**config.mk**
```make
export PLATFORM = sky130hd
export DESIGN_NAME = card_reader_controller_unit
export DESIGN_NICKNAME = d
export VERILOG_FILES = /design/src/hw/rtl/crc_pkg.sv /design/src/hw/rtl/card_reader_controller_unit.sv /design/src/hw/rtl/crc_in_stage.sv /design/src/hw/rtl/crc_engine.sv /design/src/hw/rtl/crc_out_stage.sv
export VERILOG_INCLUDE_DIRS = /design/src /design/src/hw/rtl
export SDC_FILE = /design/constraint.sdc
export NUM_CORES = 1
export LEC_CHECK = 0
export BUFFER_PORTS_ARGS = -buffer_cell sky130_fd_sc_hd__buf_4
export CAP_MARGIN = 20
export CELL_PAD_IN_SITES_DETAIL_PLACEMENT = 1
export CELL_PAD_IN_SITES_GLOBAL_PLACEMENT = 2
export CORE_ASPECT_RATIO = 1.4
export CORE_UTILIZATION = 32
export DETAILED_ROUTE_END_ITERATION = 16
export HOLD_SLACK_MARGIN = 0.12
export MAX_ROUTING_LAYER = met4
export PLACE_DENSITY = 0.8
export RECOVER_POWER = 25
export SLEW_MARGIN = 20
export SYNTH_ARGS = -nofsm -noshare
export SYNTH_HDL_FRONTEND = slang
export SYNTH_SLANG_ARGS = --single-unit
```
**constraint.sdc**
```tcl
create_clock -name clock -period 2.05 [get_ports clock]
set_input_delay 0.205 -clock clock [delete_from_list [all_inputs] [get_ports clock]]
set_output_delay 0.205 -clock clock [all_outputs]
set_load 0.03 [all_outputs]
```
**src/hw/rtl/assert_macros.svh**
```systemverilog
// Assertion helpers for the RTL modules, included by crc_engine
`ifndef ASSERT_MACROS_SVH
`define ASSERT_MACROS_SVH

// Same-cycle implication, disabled during reset
`define CRC_ASSERT_IMP(lbl, clk, rst, ante, cons, msg) \
   lbl: assert property (@(posedge clk) disable iff (rst) (ante) |-> (cons)) \
      else $error(msg);

// Next-cycle implication, disabled during reset
`define CRC_ASSERT_NXT(lbl, clk, rst, ante, cons, msg) \
   lbl: assert property (@(posedge clk) disable iff (rst) (ante) |=> (cons)) \
      else $error(msg);

`endif

```
**src/hw/rtl/crc_pkg.sv**
```systemverilog
`default_nettype none
package crc_pkg;

   // Event codes carried by the mode field
   typedef enum logic [2:0] {
      MODE_STAT_RD = 3'd0,
      MODE_CTRL_WR = 3'd1,
      MODE_DATA_RD = 3'd2,
      MODE_DATA_WR = 3'd3,
      MODE_TICK    = 3'd4,
      MODE_ATTACH  = 3'd5,
      MODE_DETACH  = 3'd6
   } mode_type;

   // Card pick outcomes
   typedef enum logic [1:0] {
      PICK_OK    = 2'd0,
      PICK_EOF   = 2'd1,
      PICK_EMPTY = 2'd2,
      PICK_FAULT = 2'd3
   } pick_type;

   localparam int unsigned WORD_W = 18;
   localparam int unsigned COL_W  = 12;
   localparam int unsigned IDX_W  = 7;
   localparam logic [IDX_W-1:0] CARD_COLUMNS = 7'd80;

   // Status word bits
   localparam logic [WORD_W-1:0] ST_PIA       = 18'o0000007;
   localparam logic [WORD_W-1:0] ST_DATA_RDY  = 18'o0000010;
   localparam logic [WORD_W-1:0] ST_END_CARD  = 18'o0000020;
   localparam logic [WORD_W-1:0] ST_END_FILE  = 18'o0000040;
   localparam logic [WORD_W-1:0] ST_RDY_READ  = 18'o0000100;
   localparam logic [WORD_W-1:0] ST_DATA_MISS = 18'o0000200;
   localparam logic [WORD_W-1:0] ST_TROUBLE   = 18'o0000400;
   localparam logic [WORD_W-1:0] ST_READING   = 18'o0001000;
   localparam logic [WORD_W-1:0] ST_HOPPER_MT = 18'o0002000;
   localparam logic [WORD_W-1:0] ST_CARD_IN   = 18'o0004000;
   localparam logic [WORD_W-1:0] ST_STOP      = 18'o0010000;
   localparam logic [WORD_W-1:0] ST_CELL      = 18'o0040000;
   localparam logic [WORD_W-1:0] ST_PICK      = 18'o0100000;
   localparam logic [WORD_W-1:0] ST_RDY_EN    = 18'o0200000;
   localparam logic [WORD_W-1:0] ST_TRB_EN    = 18'o0400000;

   // Control word bits
   localparam logic [WORD_W-1:0] CW_CLEARS   = 18'o0000270;
   localparam logic [WORD_W-1:0] CW_EN_READY = 18'o0000100;
   localparam logic [WORD_W-1:0] CW_EN_TRB   = 18'o0000400;
   localparam logic [WORD_W-1:0] CW_READ     = 18'o0001000;
   localparam logic [WORD_W-1:0] CW_RESET    = 18'o0010000;

   // One event as held in the input register
   typedef struct packed {
      mode_type          mode;
      logic [WORD_W-1:0] control_word;
      logic              attached;
      logic              card_ready;
      pick_type          pick_result;
      logic [COL_W-1:0]  column_value;
   } item_type;

   // One result as held in the result register
   typedef struct packed {
      logic [WORD_W-1:0] read_data;
      logic              irq_clear;
      logic              irq_set;
      logic [2:0]        irq_level;
   } result_type;

endpackage
`default_nettype wire

```
**src/hw/rtl/card_reader_controller_unit.sv**
```systemverilog
// Card reader controller: each accepted item is one register access or reader
// event, and each gives exactly one result. An item is registered on entry, its
// state update and result are worked out in the following cycle and caught in a
// result register when that register has room, so a full and stalled result
// register holds the item in the input register, and one item can be accepted
// every cycle while req_stall is low. req_stall rises only while an item waits in
// the input register and the result register is full and stalled.
`default_nettype none
module card_reader_controller_unit
   import crc_pkg::*;
(
   input  wire logic              clock,
   input  wire logic              reset,
   input  wire logic              req_valid,
   output logic                   req_stall,
   input  wire logic [2:0]        req_mode,
   input  wire logic [WORD_W-1:0] req_control_word,
   input  wire logic              req_attached,
   input  wire logic              req_card_ready,
   input  wire logic [1:0]        req_pick_result,
   input  wire logic [COL_W-1:0]  req_column_value,
   output logic                   rsp_valid,
   input  wire logic              rsp_stall,
   output logic [WORD_W-1:0]      rsp_read_data,
   output logic                   rsp_irq_clear,
   output logic                   rsp_irq_set,
   output logic [2:0]             rsp_irq_level
);

   item_type   req_item, item;
   result_type result, rsp_result;
   logic       item_valid, space, fire;

   // Gather the input fields into one item
   always_comb begin
      req_item.mode         = mode_type'(req_mode);
      req_item.control_word = req_control_word;
      req_item.attached     = req_attached;
      req_item.card_ready   = req_card_ready;
      req_item.pick_result  = pick_type'(req_pick_result);
      req_item.column_value = req_column_value;
   end

   // Move the held item on when the result register has room
   assign fire      = item_valid && space;
   assign req_stall = item_valid && !space;

   crc_in_stage u_in (
      .clock      (clock),
      .reset      (reset),
      .req_valid  (req_valid),
      .req_stall  (req_stall),
      .req_item   (req_item),
      .item_valid (item_valid),
      .item       (item)
   );

   crc_engine u_engine (
      .clock  (clock),
      .reset  (reset),
      .fire   (fire),
      .item   (item),
      .result (result)
   );

   crc_out_stage u_out (
      .clock      (clock),
      .reset      (reset),
      .fire       (fire),
      .result     (result),
      .rsp_stall  (rsp_stall),
      .space      (space),
      .rsp_valid  (rsp_valid),
      .rsp_result (rsp_result)
   );

   assign rsp_read_data = rsp_result.read_data;
   assign rsp_irq_clear = rsp_result.irq_clear;
   assign rsp_irq_set   = rsp_result.irq_set;
   assign rsp_irq_level = rsp_result.irq_level;

endmodule
`default_nettype wire

```
**src/hw/rtl/crc_in_stage.sv**
```systemverilog
`default_nettype none
module crc_in_stage
   import crc_pkg::*;
(
   input  wire logic     clock,
   input  wire logic     reset,
   input  wire logic     req_valid,
   input  wire logic     req_stall,
   input  wire item_type req_item,
   output logic          item_valid,
   output item_type      item
);

   logic     vld_ff, vld_in;
   item_type item_ff;

   // Load a new item unless stalled, otherwise hold
   assign vld_in = req_stall ? vld_ff : req_valid;

   always_ff @(posedge clock) begin
      if (reset) begin
         vld_ff <= 1'b0;
      end else begin
         vld_ff <= vld_in;
      end
   end

   always_ff @(posedge clock) begin
      if (!req_stall && req_valid) begin
         item_ff <= req_item;
      end
   end

   assign item_valid = vld_ff;
   assign item       = item_ff;

endmodule
`default_nettype wire

```
**src/hw/rtl/crc_engine.sv**
```systemverilog
`default_nettype none
`include "assert_macros.svh"
module crc_engine
   import crc_pkg::*;
(
   input  wire logic     clock,
   input  wire logic     reset,
   input  wire logic     fire,
   input  wire item_type item,
   output result_type    result
);

   logic [WORD_W-1:0] status_ff, status_in;
   logic [IDX_W-1:0]  col_idx_ff, col_idx_in;
   logic [COL_W-1:0]  hold_ff, hold_in;

   // Work out the next state and the result for the held item
   always_comb begin
      logic [WORD_W-1:0] s;
      logic [WORD_W-1:0] cw;
      logic [WORD_W-1:0] rd;
      logic              clr;
      logic              set;
      s          = status_ff;
      cw         = item.control_word;
      rd         = '0;
      clr        = 1'b0;
      set        = 1'b0;
      col_idx_in = col_idx_ff;
      hold_in    = hold_ff;
      case (item.mode)
         MODE_STAT_RD: begin
            if (item.attached && item.card_ready &&
                (s & (ST_TROUBLE | ST_READING | ST_CARD_IN | ST_END_CARD)) == '0) begin
               s = s | ST_RDY_READ;
            end
            rd = s;
         end
         MODE_CTRL_WR: begin
            clr = 1'b1;
            if ((cw & CW_RESET) != '0) begin
               s = item.card_ready ? '0 : ST_END_FILE;
            end else begin
               s = (s & ~ST_PIA) | (cw & ST_PIA);
               s = s & ~(cw & CW_CLEARS);
               if ((cw & CW_EN_TRB) != '0) s = s | ST_TRB_EN;
               if ((cw & CW_EN_READY) != '0) s = s | ST_RDY_EN;
               if (item.attached && (cw & CW_READ) != '0) begin
                  s = s | ST_READING;
                  s = s & ~(ST_CARD_IN | ST_RDY_READ | ST_DATA_RDY);
                  col_idx_in = '0;
               end else begin
                  s = s | (item.card_ready ? ST_RDY_READ : ST_STOP);
                  set = ((s & ST_RDY_EN) != '0 && (s & ST_RDY_READ) != '0) ||
                        ((s & ST_TRB_EN) != '0 && (s & ST_TROUBLE) != '0);
               end
            end
         end
         MODE_DATA_RD: begin
            clr = 1'b1;
            if ((s & ST_DATA_RDY) != '0) begin
               rd = {{(WORD_W-COL_W){1'b0}}, hold_ff};
               s  = s & ~ST_DATA_RDY;
            end
         end
         MODE_TICK: begin
            if (item.attached && item.card_ready &&
                (s & (ST_READING | ST_CARD_IN | ST_RDY_READ)) == '0) begin
               // report a card ready to read
               s   = s | ST_RDY_READ;
               set = (s & ST_RDY_EN) != '0;
            end else if ((s & (ST_READING | ST_CARD_IN)) == ST_READING) begin
               // pick a card
               s = s & ~(ST_END_CARD | ST_RDY_READ);
               if (item.pick_result == PICK_OK) begin
                  s = s | ST_CARD_IN;
                  col_idx_in = '0;
               end else begin
                  s = s & ~(ST_CARD_IN | ST_READING);
                  if (item.pick_result == PICK_EOF) begin
                     s   = s | ST_END_FILE;
                     set = 1'b1;
                  end else begin
                     s = s | ST_TROUBLE | ST_STOP |
                         ((item.pick_result == PICK_EMPTY) ? ST_HOPPER_MT : ST_PICK);
                     set = (s & ST_TRB_EN) != '0;
                  end
               end
            end else if ((s & ST_CARD_IN) != '0) begin
               if (col_idx_ff >= CARD_COLUMNS) begin
                  // past the last column: end of card
                  s   = (s & ~(ST_CARD_IN | ST_READING)) | ST_END_CARD;
                  set = 1'b1;
               end else begin
                  // move one column, flag overrun
                  hold_in    = item.column_value;
                  col_idx_in = col_idx_ff + IDX_W'(1);
                  if ((s & ST_DATA_RDY) != '0) s = s | ST_DATA_MISS;
                  s   = s | ST_DATA_RDY;
                  set = 1'b1;
               end
            end
         end
         MODE_ATTACH: begin
            if ((s & (ST_READING | ST_CARD_IN)) == '0) begin
               s   = s | ST_RDY_READ;
               s   = s & ~(ST_HOPPER_MT | ST_STOP | ST_TROUBLE | ST_CELL | ST_PICK);
               set = (s & ST_RDY_EN) != '0;
            end
         end
         MODE_DETACH: begin
            if (item.attached) begin
               s   = s | ST_TROUBLE | ST_HOPPER_MT;
               set = (s & ST_TRB_EN) != '0;
            end
            s = s & ~ST_RDY_READ;
         end
         default: begin
            // data write and the unused code leave everything alone
         end
      endcase
      status_in        = s;
      result.read_data = rd;
      result.irq_clear = clr;
      result.irq_set   = set;
      result.irq_level = s[2:0];
   end

   // Advance the controller state only when the item moves on
   always_ff @(posedge clock) begin
      if (reset) begin
         status_ff  <= '0;
         col_idx_ff <= '0;
         hold_ff    <= '0;
      end else if (fire) begin
         status_ff  <= status_in;
         col_idx_ff <= col_idx_in;
         hold_ff    <= hold_in;
      end
   end

   `CRC_ASSERT_IMP(a_col_bound, clock, reset, 1'b1, col_idx_ff <= CARD_COLUMNS, "column index past end of card")
   `CRC_ASSERT_NXT(a_wr_quiet, clock, reset, fire && item.mode == MODE_DATA_WR, $stable(status_ff) && $stable(hold_ff), "data write changed state")
   `CRC_ASSERT_NXT(a_rd_clears, clock, reset, fire && item.mode == MODE_DATA_RD, (status_ff & ST_DATA_RDY) == '0, "data ready left set after data read")

endmodule
`default_nettype wire

```
**src/hw/rtl/crc_out_stage.sv**
```systemverilog
`default_nettype none
module crc_out_stage
   import crc_pkg::*;
(
   input  wire logic       clock,
   input  wire logic       reset,
   input  wire logic       fire,
   input  wire result_type result,
   input  wire logic       rsp_stall,
   output logic            space,
   output logic            rsp_valid,
   output result_type      rsp_result
);

   logic       vld_ff, vld_in;
   result_type res_ff;

   // Take a new result when empty or when the current one is taken
   assign space  = !vld_ff || !rsp_stall;
   assign vld_in = space ? fire : vld_ff;

   always_ff @(posedge clock) begin
      if (reset) begin
         vld_ff <= 1'b0;
      end else begin
         vld_ff <= vld_in;
      end
   end

   always_ff @(posedge clock) begin
      if (fire) begin
         res_ff <= result;
      end
   end

   assign rsp_valid  = vld_ff;
   assign rsp_result = res_ff;

endmodule
`default_nettype wire

```
# Yosys cells after proc, flatten, opt, wreduce, memory -nomap -nowiden

Index checks and enable logic that the tools add are counted.

Multiplexer cells: 41
Eq/ne operators: 24
$lt $le $gt $ge: 1
Bitwise logic cells: 11
Reductions and logical operators: 38
$add $sub $neg: 1

Operators with widths:

| kind               | number |
|---|---|
| $mux 18            | 11 |
| $pmux 18 s6        | 1 |
| $mux 7             | 8 |
| $logic_not 18->1   | 3 |
| $reduce_and 9->1   | 5 |
| $pmux 18 s2        | 1 |
| $mux 16            | 2 |
| $reduce_and 8->1   | 3 |
| $and 18x18->18     | 1 |
| $not 8->18         | 1 |
| $or 18x16->18      | 1 |
| $or 18x18->18      | 1 |
| $or 18x3->18       | 1 |
| $mux 17            | 1 |
| $pmux 7 s2         | 1 |
| $mux 13            | 1 |
| $mux 12            | 1 |
| $ne 3x1->1 const B | 4 |
| $reduce_and 6->1   | 2 |
| $mux 11            | 1 |
| $reduce_and 11->1  | 1 |
| $mux 1             | 10 |
| $ne 2x2->1 const B | 5 |
| $eq 3x3->1 const B | 3 |
| other kinds (24)   | 47 |

Register bits: 94
Bits of input ports: 41
Output and inout bits: 25

# Depth between registers and ports, before layout

Depth after elaboration: 12
Gate-level depth with buffers: 7
Mapped depth without buffers: 6

# Cells and area by module

A second synthesis with hierarchy kept.

Cell total of the unflattened synthesis: 365
Area total of the unflattened synthesis: 4,252.8 sq um

Modules (own cells, without submodules):

| module                      | cells an instance | area an instance (sq um) | instances |
|---|---|---|---|
| crc_engine                  | 295               | 2,359.8                  | 1 |
| crc_in_stage                | 41                | 1,153.6                  | 1 |
| crc_out_stage               | 27                | 723.2                    | 1 |
| card_reader_controller_unit | 2                 | 16.3                     | 1 |

# Least setup slack after synthesis

OpenSTA, ideal clock, no wires.

Path type: register to register
Start point: register u_out.vld_ff, in the netlist u_out.rsp_valid
End point: register u_in.item_ff (netlist bit u_in.item[0]) (enable)
Required time: 1,630 ps
Stages on the path, launching flop included: 3
Period minus slack after synthesis: 2,548 ps
Setup time: 420 ps
Path slack: -498 ps
Arrival: 2,128 ps
Path buffers: 0
Cell sequence: dfxtp_1 and3_1 nor2b_1

Word-level cells in the longest chain between the ends: 6

RTL lines:

| item                   | RTL line                          | RTL |
|---|---|---|
| start, declared        | crc_out_stage.sv:15               | `logic vld_ff, vld_in;` |
| start signal, assigned | crc_out_stage.sv:26               | `vld_ff <= vld_in;` |
| $logic_not 1->1        | crc_out_stage.sv:19               | `assign space = !vld_ff \|\| !rsp_stall;` |
| $logic_or 1x1->1       | crc_out_stage.sv:19               |  |
| $logic_not 1->1        | card_reader_controller_unit.sv:46 | `assign req_stall = item_valid && !space;` |
| $logic_and 1x1->1      | card_reader_controller_unit.sv:46 |  |
| via req_stall          | card_reader_controller_unit.sv:15 | `output logic req_stall,` |
| $logic_not 1->1        | crc_in_stage.sv:29                | `if (!req_stall && req_valid) begin` |
| $logic_and 1x1->1      | crc_in_stage.sv:29                |  |
| end signal, assigned   | crc_in_stage.sv:30                | `item_ff <= req_item;` |
| end, declared          | crc_in_stage.sv:15                | `item_type item_ff;` |

The timed path passes the listed nets, and every way through them passes these cells.
A chain may end at the register's enable or synchronous reset.

# Worst setup path in the final report

Start point: register u_engine.status_ff[9]
End point: register u_engine.status_ff[9]

Word-level cells in the longest chain between the ends: 10
Elaborated cells on any way between the ends: 20

RTL lines:

| item                   | RTL line          | RTL |
|---|---|---|
| start, declared        | crc_engine.sv:13  | `logic [WORD_W-1:0] status_ff, status_in;` |
| start signal, assigned | crc_engine.sv:136 | `status_ff <= status_in;` |
| $or 18x3->18           | crc_engine.sv:44  | `s = (s & ~ST_PIA) \| (cw & ST_PIA);` |
| $and 18x18->18         | crc_engine.sv:45  | `s = s & ~(cw & CW_CLEARS);` |
| $mux 18                | crc_engine.sv:46  | `if ((cw & CW_EN_TRB) != '0) s = s \| ST_TRB_EN;` |
| $mux 17                | crc_engine.sv:47  | `if ((cw & CW_EN_READY) != '0) s = s \| ST_RDY_EN;` |
| $mux 18                | crc_engine.sv:41  | `if ((cw & CW_RESET) != '0) begin` |
| $mux 18                | crc_engine.sv:31  | `case (item.mode)` |
| $or 18x18->18          | crc_engine.sv:53  | `s = s \| (item.card_ready ? ST_RDY_READ : ST_STOP);` |
| $mux 18                | crc_engine.sv:48  | `if (item.attached && (cw & CW_READ) != '0) begin` |
| $mux 18                | crc_engine.sv:41  |  |
| $pmux 18 s6            | crc_engine.sv:31  |  |

Parallel ways exist; a longest one is shown, timed or not. The select of a mux whose other input is x is not followed.

==> impl_metrics.csv <==
group,metric,value,unit
cells_and_area,finalNetCount,513,
worst_setup_path,critical_path.slowest_cell,"nor2b_1",
worst_setup_path,regToRegStartpoint,"u_engine.status_ff[9]",
sta,drv_slew,0,
worst_setup_path,rr_endpoint,"u_engine.status_ff[9]",
global_routing,grt_first_pass_wirelength,17400,µm
global_routing,top_usage_layer,"met2",
cells_and_area,layout-area-overhead-vs-synth,36.5,%
worst_setup_path,slowest_delay,0.52,ns
synthesis,ys_warn_count,0,
global_routing,antenna_found_initial,0,
place,dp_hpwl,7890,µm
run,cap_violations,0,
worst_setup_path,path_max_fanout,8,
sta,fin_ws,0.123,ns
worst_setup_path,endpoint,"u_engine.status_ff[9]",
sta,fin_crit,1.93,ns
sta,fin_crit_sh,0.940,
cells_and_area,layout.cells.non_filler,622,
cts,h-tree-depth,3,
global_routing,grt_use_met1,0.205,
route,drc,0,
global_routing,gr-total-overflow,0,
synthesis,synth_edf_count,53,
synthesis,ys_seq_area_frac,0.614,
synthesis,ys_types,52,
route,dr.pass1.iters,4,
cts,cts_tree,"built",
worst_setup_path,startpoint,"u_engine.status_ff[9]",
floorplanning,die_w,94.9,µm
place,io_buffers,58,
worst_setup_path,worstSetupEndpointType,"flip-flop",
cells_and_area,final_util,0.446,
floorplanning,die_area,0.0125,mm²
route,via_count,3150,
floorplanning,die-height,132,µm
floorplanning,initial_core_util,0.327,
power,total_power,4.01,mW
cts,cts.clk_slew.worst_paths,0.07,ns
worst_setup_path,worstSetupStartpointType,"flip-flop",
global_routing,grt_usage,0.192,
cts,clock-sinks,92,
power,p_leak,2.01,nW
synthesis,synthArstFlopShare,0,
route,avgViaCountPerCell,5.06,
power,ir_drop,321,µV
sta,fin_worst_skew,0.00670,ns
sta,setup_tns,0,ns
route,ant_nets,0,
place,dp_cells,568,
synthesis,synth_fp_nets,391,
floorplanning,pin_count,66,
cts,cts_buffers,9,
global_routing,use_met3,0.0311,
worst_setup_path,required,2.28,ns
cts,root_buffer,"clkbuf_16",
worst_setup_path,worstSetupPathType,"flip-flop to flip-flop",
global_routing,grt_pass1_vias,3311,
cts,clock_latency,0.34,ns
worst_setup_path,reg2reg_depth,5,
run_status,outcome,"complete, no violations",
min_path,min_path_type,"primary input to flip-flop",
place,dp_slack,0.115,ns
sta,max_freq,519,MHz
sta,rsz0062_at_grt,"false",
place,gp_congestion,0.853,
route,drt_iter0_drc,76,
floorplanning,rows,47,
floorplanning,coreArea,0.0118,mm²
synthesis,synth_seq_cells,92,
route,wl,11000,µm
sta,hold_viol_final,0,
synthesis,ys.flop_type,"edfxtp_1",
cells_and_area,diodes,0,
global_routing,grt.met2_usage,0.334,
cells_and_area,drive_above_1_share,0.244,
sta,setup_viol,0,
route,wl_per_cell,17.6,µm
synthesis,syn_inst,348,
worst_setup_path,r2r_slack,0.12,ns
worst_setup_path,crit_arrival,2.16,ns
global_routing,grt_max_degree,31,
worst_setup_path,path_cells,"nor2b_1, a211oi_1, a211o_1, o31a_1, o21a_1",
power,p_per_area,760,mW/mm²
synthesis,syn_area_per_cell,11.1,µm²
sta,worst-slew-pin-transition,0.563,ns
cts,clockBufferDepth,2,
synthesis,syn_area,0.00386,mm²
sta,slew_headroom,0.624,
[cell type report]
type	count	area, µm²
Tap cell	147	184
Inverter	8	33.8
Clock inverter	6	47.5
Fill cell	1314	6550
Timing Repair Buffer	128	1010
Clock buffer	10	239
Sequential cell	92	2370
Multi-Input combinational cell	231	1380
[synthesized netlist by cell type (3+ instances only)]
master | count | area [µm²]
nand2_1 | 40 | 150
o31ai_1 | 4 | 30.0
o211a_1 | 5 | 50.1
edfxtp_1 | 53 | 1590
o311ai_0 | 3 | 26.3
dfxtp_1 | 39 | 781
nor2b_1 | 7 | 43.8
o22ai_1 | 3 | 18.8
a31oi_1 | 9 | 56.3
o21ai_0 | 15 | 75.1
nor3_1 | 8 | 40.0
a21oi_1 | 30 | 150
and2_1 | 8 | 50.1
a22o_1 | 7 | 61.3
inv_1 | 6 | 22.5
o21a_1 | 6 | 45.0
clkbuf_1 | 11 | 41.3
buf_2 | 4 | 20.0
nand2b_1 | 13 | 81.3
nand4_1 | 3 | 18.8
nor2_1 | 15 | 56.3
nand3_1 | 10 | 50.1
a211oi_1 | 4 | 30.0
and3_1 | 9 | 56.3
o211ai_1 | 4 | 30.0
[logic make-up after synthesis]
family / after synthesis / share of synthesized area
and+or+nand+nor: 124 / 0.169
AOI/OAI and AO/OA: 104 / 0.179
DFF: 92 / 0.614
buffers and inverters: 25 / 0.0285
adders and majority gates: 2 / 0.00648
xor gates and xnor gates: 1 / 0.00227
[worst min path at each step]
stage                        start              end  slack [ns]  cells past startpoint
5_1_grt                  rsp_stall  u_out.rsp_valid        0.14                      3
4_1_cts                  rsp_stall  u_out.rsp_valid        0.12                      3
6_report                 rsp_stall  u_out.rsp_valid        0.14                      3
2_1_floorplan  req_column_value[0]     u_in.item[0]        0.30                      0
3_3_place_gp   req_column_value[9]     u_in.item[9]        0.38                      1
3_5_place_dp   req_control_word[4]    u_in.item[20]        0.38                      1
[metrics by stage]
step	instance area [µm²]	hold WS, ns
floorplan	3870	0.304
global placement	4660	0.384
detailed placement	4660	0.384
CTS	5260	0.124
global route	5270	0.137
finish	5270	0.141
[routing by layer]
layer	vias up	part of all wire	wire length, µm
li1	1532	-	-
met5	-	0	0
met2	53	0.53	5850
met1	1543	0.41	4470
met4	0	0.038	416
met3	22	0.020	215
[where the power goes]
part	internal, mW	switching, mW
combinational	0.174	0.201
sequential	2.02	0.0370
clock	0.865	0.708
[state kept, by name, indices dropped and copies added, names as in the netlist]
name / cells
u_engine.hold_ff: 12
u_in.item: 30
u_engine.status_ff: 18
u_engine.col_idx_ff: 7
u_out.rsp_valid: 1
u_in.item_valid: 1
u_out.rsp_result: 23
[cells in the final DEF, fill, tap and decap left out, types with 3 or more instances in the layout]
cell type / count
clkbuf_1: 10
o31ai_1: 4
and3_1: 9
and2_1: 8
nand4_1: 3
inv_1: 5
nor3_1: 8
o211ai_1: 4
a22o_1: 7
a211oi_1: 4
dfxtp_1: 39
edfxtp_1: 53
o21ai_0: 15
clkbuf_4: 30
a21oi_1: 30
dlygate4sd3_1: 31
a31oi_1: 9
buf_4: 56
nand3_1: 10
nor2b_1: 6
nand2_1: 40
o22ai_1: 3
o21a_1: 6
nor2_1: 15
clkbuf_16: 9
o211a_1: 5
nand2b_1: 13
[worst max-delay path, delay by kind of cell (launching register included)]
| kind | cells | cell delay [ns] |
|---|---|---|
| simple gates | 1 | 0.52 |
| compound gates | 4 | 0.81 |
| flops | 1 | 0.48 |
[timing repair]
| item | 4_1_cts | 5_1_grt |
|---|---|---|
| endpoints found under the hold margin | 31 | 0 |
| endpoints found under the setup margin | 0 | 1 |
| resized for setup | 0 | 1 |
| hold buffers | 31 | 0 |
| setup buffers | 0 | 7 |
Note: power is estimated with default switching activity, not from simulation.
